[src/rtl/ld_pkg.sv]
// ----------------------------------------------------------------------------
// ld_pkg
// Shared types, command codes and output widths for the edit distance block.
// ----------------------------------------------------------------------------
package ld_pkg;

    localparam int DEFAULT_MAX_PATTERN = 64;
    localparam int DEFAULT_MAX_TEXT    = 256;

    localparam int CMD_W    = 2;
    localparam int SYM_W    = 8;
    localparam int DIST_W   = 9;
    localparam int PCOUNT_W = 7;

    localparam int DIST_SAT   = (1 << DIST_W) - 1;
    localparam int PCOUNT_SAT = (1 << PCOUNT_W) - 1;

    localparam logic [CMD_W-1:0] CMD_PATTERN = 2'd0;
    localparam logic [CMD_W-1:0] CMD_TEXT    = 2'd1;
    localparam logic [CMD_W-1:0] CMD_REPORT  = 2'd2;

    // broadcast from the top level to every cell
    typedef struct packed {
        logic             clear;
        logic             pat_we;
        logic [SYM_W-1:0] pat_sym;
    } ld_ctrl_t;

endpackage

[src/rtl/ld_cell.sv]
// ----------------------------------------------------------------------------
// ld_cell
// One pattern position: holds its pattern byte and its column entry, updates
// the entry as a text token passes and hands the token to the next cell.
// ----------------------------------------------------------------------------
module ld_cell
    import ld_pkg::*;
#(
    parameter int DW  = 9,
    parameter int PLW = 7,
    parameter int IDX = 1
)
(
    input  logic             clk,
    input  logic             rst_n,
    input  ld_ctrl_t         ctrl,
    input  logic [PLW-1:0]   plen,
    input  logic             in_valid,
    input  logic [SYM_W-1:0] in_sym,
    input  logic [DW-1:0]    in_left,
    input  logic [DW-1:0]    in_diag,
    output logic             out_valid,
    output logic [SYM_W-1:0] out_sym,
    output logic [DW-1:0]    out_left,
    output logic [DW-1:0]    out_diag
);

    logic [SYM_W-1:0] pat_reg;
    logic [DW-1:0]    val_reg;
    logic [DW-1:0]    val_next;
    logic             out_valid_reg;
    logic [SYM_W-1:0] out_sym_reg;
    logic [DW-1:0]    out_left_reg;
    logic [DW-1:0]    out_diag_reg;
    logic             active;
    logic [DW-1:0]    min_a;
    logic [DW-1:0]    min_b;

    assign active = (32'(plen) >= IDX);
    assign min_a  = (in_left < val_reg) ? in_left : val_reg;
    assign min_b  = (min_a < in_diag) ? min_a : in_diag;

    always_comb
    begin
        if (!active)
        begin
            val_next = in_left;
        end
        else if (pat_reg == in_sym)
        begin
            val_next = in_diag;
        end
        else
        begin
            val_next = min_b + DW'(1);
        end
    end

    always_ff @(posedge clk)
    begin
        if (ctrl.pat_we && (32'(plen) == IDX - 1))
        begin
            pat_reg <= ctrl.pat_sym;
        end
    end

    always_ff @(posedge clk or negedge rst_n)
    begin
        if (!rst_n)
        begin
            val_reg       <= DW'(IDX);
            out_valid_reg <= 1'b0;
        end
        else if (ctrl.clear)
        begin
            val_reg       <= DW'(IDX);
            out_valid_reg <= 1'b0;
        end
        else
        begin
            out_valid_reg <= in_valid;
            if (in_valid)
            begin
                val_reg <= val_next;
            end
        end
    end

    always_ff @(posedge clk)
    begin
        if (in_valid)
        begin
            out_sym_reg  <= in_sym;
            out_left_reg <= val_next;
            out_diag_reg <= val_reg;
        end
    end

    assign out_valid = out_valid_reg;
    assign out_sym   = out_sym_reg;
    assign out_left  = out_left_reg;
    assign out_diag  = out_diag_reg;

endmodule

[config.mk]
export PLATFORM = sky130hd
export DESIGN_NAME = ld_cell
export DESIGN_NICKNAME = d
export VERILOG_FILES = /design/src/rtl/ld_pkg.sv /design/src/rtl/ld_cell.sv
export SDC_FILE = /design/constraint.sdc
export NUM_CORES = 1
export LEC_CHECK = 0
export BUFFER_PORTS_ARGS = -buffer_cell sky130_fd_sc_hd__clkbuf_2
export CAP_MARGIN = 10
export CELL_PAD_IN_SITES_DETAIL_PLACEMENT = 1
export CELL_PAD_IN_SITES_GLOBAL_PLACEMENT = 2
export CORE_MARGIN = 5
export CORE_UTILIZATION = 35
export CTS_CLUSTER_SIZE = 40
export DETAILED_ROUTE_END_ITERATION = 8
export GPL_TIMING_DRIVEN = 0
export PLACE_DENSITY_LB_ADDON = 0.15
export SLEW_MARGIN = 20
export SYNTH_ARGS = -nofsm -noshare
export SYNTH_HDL_FRONTEND = slang
export SYNTH_SLANG_ARGS = --single-unit
export TNS_END_PERCENT = 100
[constraint.sdc]
create_clock -name clk -period 9.1 [get_ports clk]
set_input_delay 1.365 -clock clk [delete_from_list [all_inputs] [get_ports clk]]
set_output_delay 1.365 -clock clk [all_outputs]
set_load 0.01 [all_outputs]
==> metrics.md <==
| Metric | Value |
|---|---|
| Total power | 0.6303 mW |
| Hold-fix buffers, CTS | 0 |
| Fraction of registers with async set/reset | 22.73% |
| Clock sinks | 44 |
| Critical Path AT | 6.86 ns |
| Cell repeated most along the worst path | ha_1 |
| FF-to-FF path depth | 24 |
| Max VDD drop | 0.00006516 V |
| Setup Buffers After CTS | 0 |
| Syn Inst Count | 272 |
| Slew @ Worst Pin | 0.7610 ns |
| Seq cells post-synth | 44 |
| WP buf/inv | 4 |
| Cell Pwr Density | 190.8 nW/um^2 |
| Largest family of logic cells by synthesized area | compound AO/OA/AOI/OAI gates |
| Crit path largest cell delay | 0.46 ns |
| Final core occ | 43.19% |
| Synth Area in Adders | 7.852% |
| Core region area | 7647 um^2 |
| Final worst-path cycle share | between 70% and 80% |
| Vias in the first global route | 2463 |
| Layout Area Growth over Synthesis | 21.94% |
| Critical path required time | ~9.3 ns |
| RSZ-0062 raised after global routing | false |
| Hold WS | 0.4509 ns |
| Mux contribution to synthesized area | 2.633% |
| CTS tree | yes |
| Gpl congestion | 0.8283 |
| Critical-path cell list | clkbuf_2 -> ha_1 -> a211oi_1 -> nor3_1 -> a211oi_2 -> buf_6 -> buf_2 -> o21ai_0 -> ha_1 -> nand2_1 -> nor2_1 -> nand2_1 -> o31ai_1 -> buf_2 -> nor2_1 -> a21oi_1 -> ha_1 -> nand3_1 -> nor4_1 -> a31oi_2 -> xnor2_1 -> mux2_2 -> a221o_1 -> o21a_1 |
| Syn. warnings | 0 |
| IO Count | 73 |
| Vias/cell | 5.137 |
| CP delay by family, top | compound AO/OA/AOI/OAI gates |
| Leakage power | 1.404 nW |
| Number of CTS-inserted buffers | 5 |
| Die Wd | 97.98 um |
| Synth unique cells | 51 |
| Slowest library cell on the worst path | o31ai_1 |
| GRT overflow | 0 |
| CP endpoint kind | flip-flop |
| CP endpoint | val_reg[8] |
| Row cnt | 32 |
| Post-synth EDFFs | 34 |
| Main synth FF type | edfxtp_1 |
| Max-slew headroom | 49.27% |
| HP Class | flip-flop to flip-flop |
| Full die area | 9599 um^2 |
| Die height | 97.98 um |
| Worst r2r src | val_reg[2] |
| Post-route minimum period | around 6.7 ns |
| Clock slew at reported path FFs | 0.08 ns |
| Post-DR wirelength/cell | about 17 um |
| ANT nets after route | 0 |
| Drt pass-1 iters | 4 |
| Placed Instance Area | 3192 um^2 |
| Sequential area share after synthesis | 46.97% |
| Post-layout instance area | roughly 3300 um^2 |
| Net count after synthesis | 335 |
| Fraction of layout cells with a size suffix above 1 | roughly a quarter |
| R2R Path End | val_reg[8] |
| Drt drc | 0 |
| Iter 0 DRT Violations | 53 |
| XOR/XNOR share of the synthesized area | 4.850% |
| Clock root buffer | clkbuf_8 |
| Fillcell total | 922 |
| Max-slew violations | 0 |
| Synthesized area | 2709 um^2 |
| H-Tree Depth | 2 |
| Compound-cell area share of the yosys netlist | 17.51% |
| Max Cap Violations | 0 |
| Routed WL | around 7600 um |
| Vias | 2327 |
| Final Hold Vio Count | 0 |
| Peak Freq | between 0.1 and 0.15 GHz |
| Simple-gate share of the synthesized area | between 10% and 20% |
| Critical path startpoint category | primary input |
| FF-to-FF setup slack | 3.10 ns |
| Worst setup path startpoint | in_left[2] |
| Clock Skews | 0.01029 ns |
| Antenna violations before repair | 0 |
| GRT Total Usage | 16.54% |
| Setup violators final | 0 |
| Status | complete, no violations |
| Crit Path Category | primary input to flip-flop |
| Setup TNS | 0 ns |
| DP HPWL | 6372 um |
| IO buf count | roughly 70 |
| Initial Utilization | approximately 35% |
| First-pass GRT wire length | 12590 um |
| Average size of a mapped cell | between 9 and 10 um^2 |
| Critical path depth | 24 |
| Antenna diodes | 0 |
| Clock buffer depth | 2 |
| Largest net degree at the start of global routing | 33 |
| PostCTS Resize Cnt | 0 |
| Worst-Skew Late Latency | 0.29 ns |
| Crit Path Max Fanout | 10 |
| Nets | between 400 and 500 |
area by class of cell:
| cell class | instances | area (um^2) | area share (%) |
|---|---|---|---|
| Buffer | 9 | 47.55 | 1.439 |
| Tap cell | 102 | 127.6 | 3.864 |
| Clock buffer | 5 | 68.82 | 2.083 |
| Multi-Input combinational cell | 199 | 1314 | 39.77 |
| Timing Repair Buffer | 71 | 355.3 | 10.76 |
| Inverter | 20 | 75.07 | 2.273 |
| Sequential cell | 44 | 1272 | 38.52 |
| Clock inverter | 3 | 42.54 | 1.288 |
per-stage QoR:
stage / instances / setup slack [ns]
after floorplan: 272 / 3.368
after global placement: 445 / 2.144
after detailed placement: 445 / 2.081
after CTS: 453 / 2.361
after global routing: 453 / 1.911
final: 453 / 2.422
power by group:
part           switching [mW]  leakage (nW)  internal [mW]  total, mW
sequential             0.0121         0.458          0.249      0.261
combinational           0.138         0.890         0.0859      0.224
clock                  0.0637        0.0558         0.0813      0.145
total                   0.214          1.40          0.416      0.630
layer usage:
metal	GRT usage [%]	share of wire, %	vias up	routed length [um]
met5	0	0	-	0
met1	21.89	46	1109	3533
met3	2.000	3.4	7	258
met2	28.53	49	48	3735
met4	4.473	1.6	0	119
li1	-	-	1163	-
worst reg2reg max path, stage by stage (launching register included):
cell and delay [ns]:
dfrtp_1 0.42, inv_1 0.15, ha_1 0.27, a211oi_1 0.26
nor3_1 0.08, a211oi_2 0.33, buf_6 0.21, buf_2 0.23
o21ai_0 0.25, ha_1 0.37, nand2_1 0.05, nor2_1 0.20
nand2_1 0.14, o31ai_1 0.46, buf_2 0.30, nor2_1 0.07
a21oi_1 0.14, ha_1 0.39, nand3_1 0.20, nor4_1 0.31
a31oi_2 0.08, xnor2_1 0.14, mux2_2 0.26, a221o_1 0.37
o21a_1 0.19
synthesized netlist by cell type, drive strengths merged, types with 2 or more instances:
master | count | area [um^2]
edfxtp | 34 | 1021
nand2 | 25 | 93.84
o21ai | 23 | 118.9
inv | 20 | 75.07
nor2 | 20 | 75.07
a21oi | 18 | 90.09
ha | 17 | 212.7
xnor2 | 13 | 113.9
dfrtp | 9 | 225.2
nand3 | 8 | 40.04
a211oi | 6 | 50.05
and3 | 6 | 37.54
mux2i | 6 | 60.06
nor3 | 6 | 30.03
a31oi | 5 | 37.53
buf | 5 | 32.53
nor4 | 5 | 31.28
clkbuf | 4 | 15.01
nand4 | 4 | 25.02
o21a | 4 | 30.03
or3 | 4 | 25.02
o31a | 3 | 26.28
a21o | 2 | 15.01
and3b | 2 | 17.52
nor3b | 2 | 15.01
o22ai | 2 | 12.51
o31ai | 2 | 15.01
xor2 | 2 | 17.52
worst min path at each step:
stage                     startpoint          end  slack (ns)  cells after the start
after CTS                 val_reg[8]  out_diag[8]        0.46                      0
after global routing      val_reg[8]  out_diag[8]        0.46                      0
after detailed placement  val_reg[8]  out_diag[8]        0.44                      0
final                     val_reg[8]  out_diag[8]        0.45                      0
after floorplan           val_reg[8]  out_diag[8]        0.42                      0
after global placement    val_reg[8]  out_diag[8]        0.43                      0
cell usage in the layout, fill, tap and decap left out, types with 8 or more instances in the layout:
master    instances
nand2_1          25
o21ai_0          19
clkbuf_2         71
ha_1             17
dfrtp_1           9
inv_1            19
nand3_1           8
a21oi_1          18
xnor2_1          13
nor2_1           20
edfxtp_1         34
cells by family (layout without fill, tap and decap cells):
group | Yosys count | count (layout)
fa+ha+maj | 17 | 17
compound gates | 73 | 73
flops | 44 | 44
simple gates | 87 | 87
buf+inv | 29 | 108
mux | 7 | 7
xor+xnor | 15 | 15
Note: power is estimated with default switching activity, not from simulation.
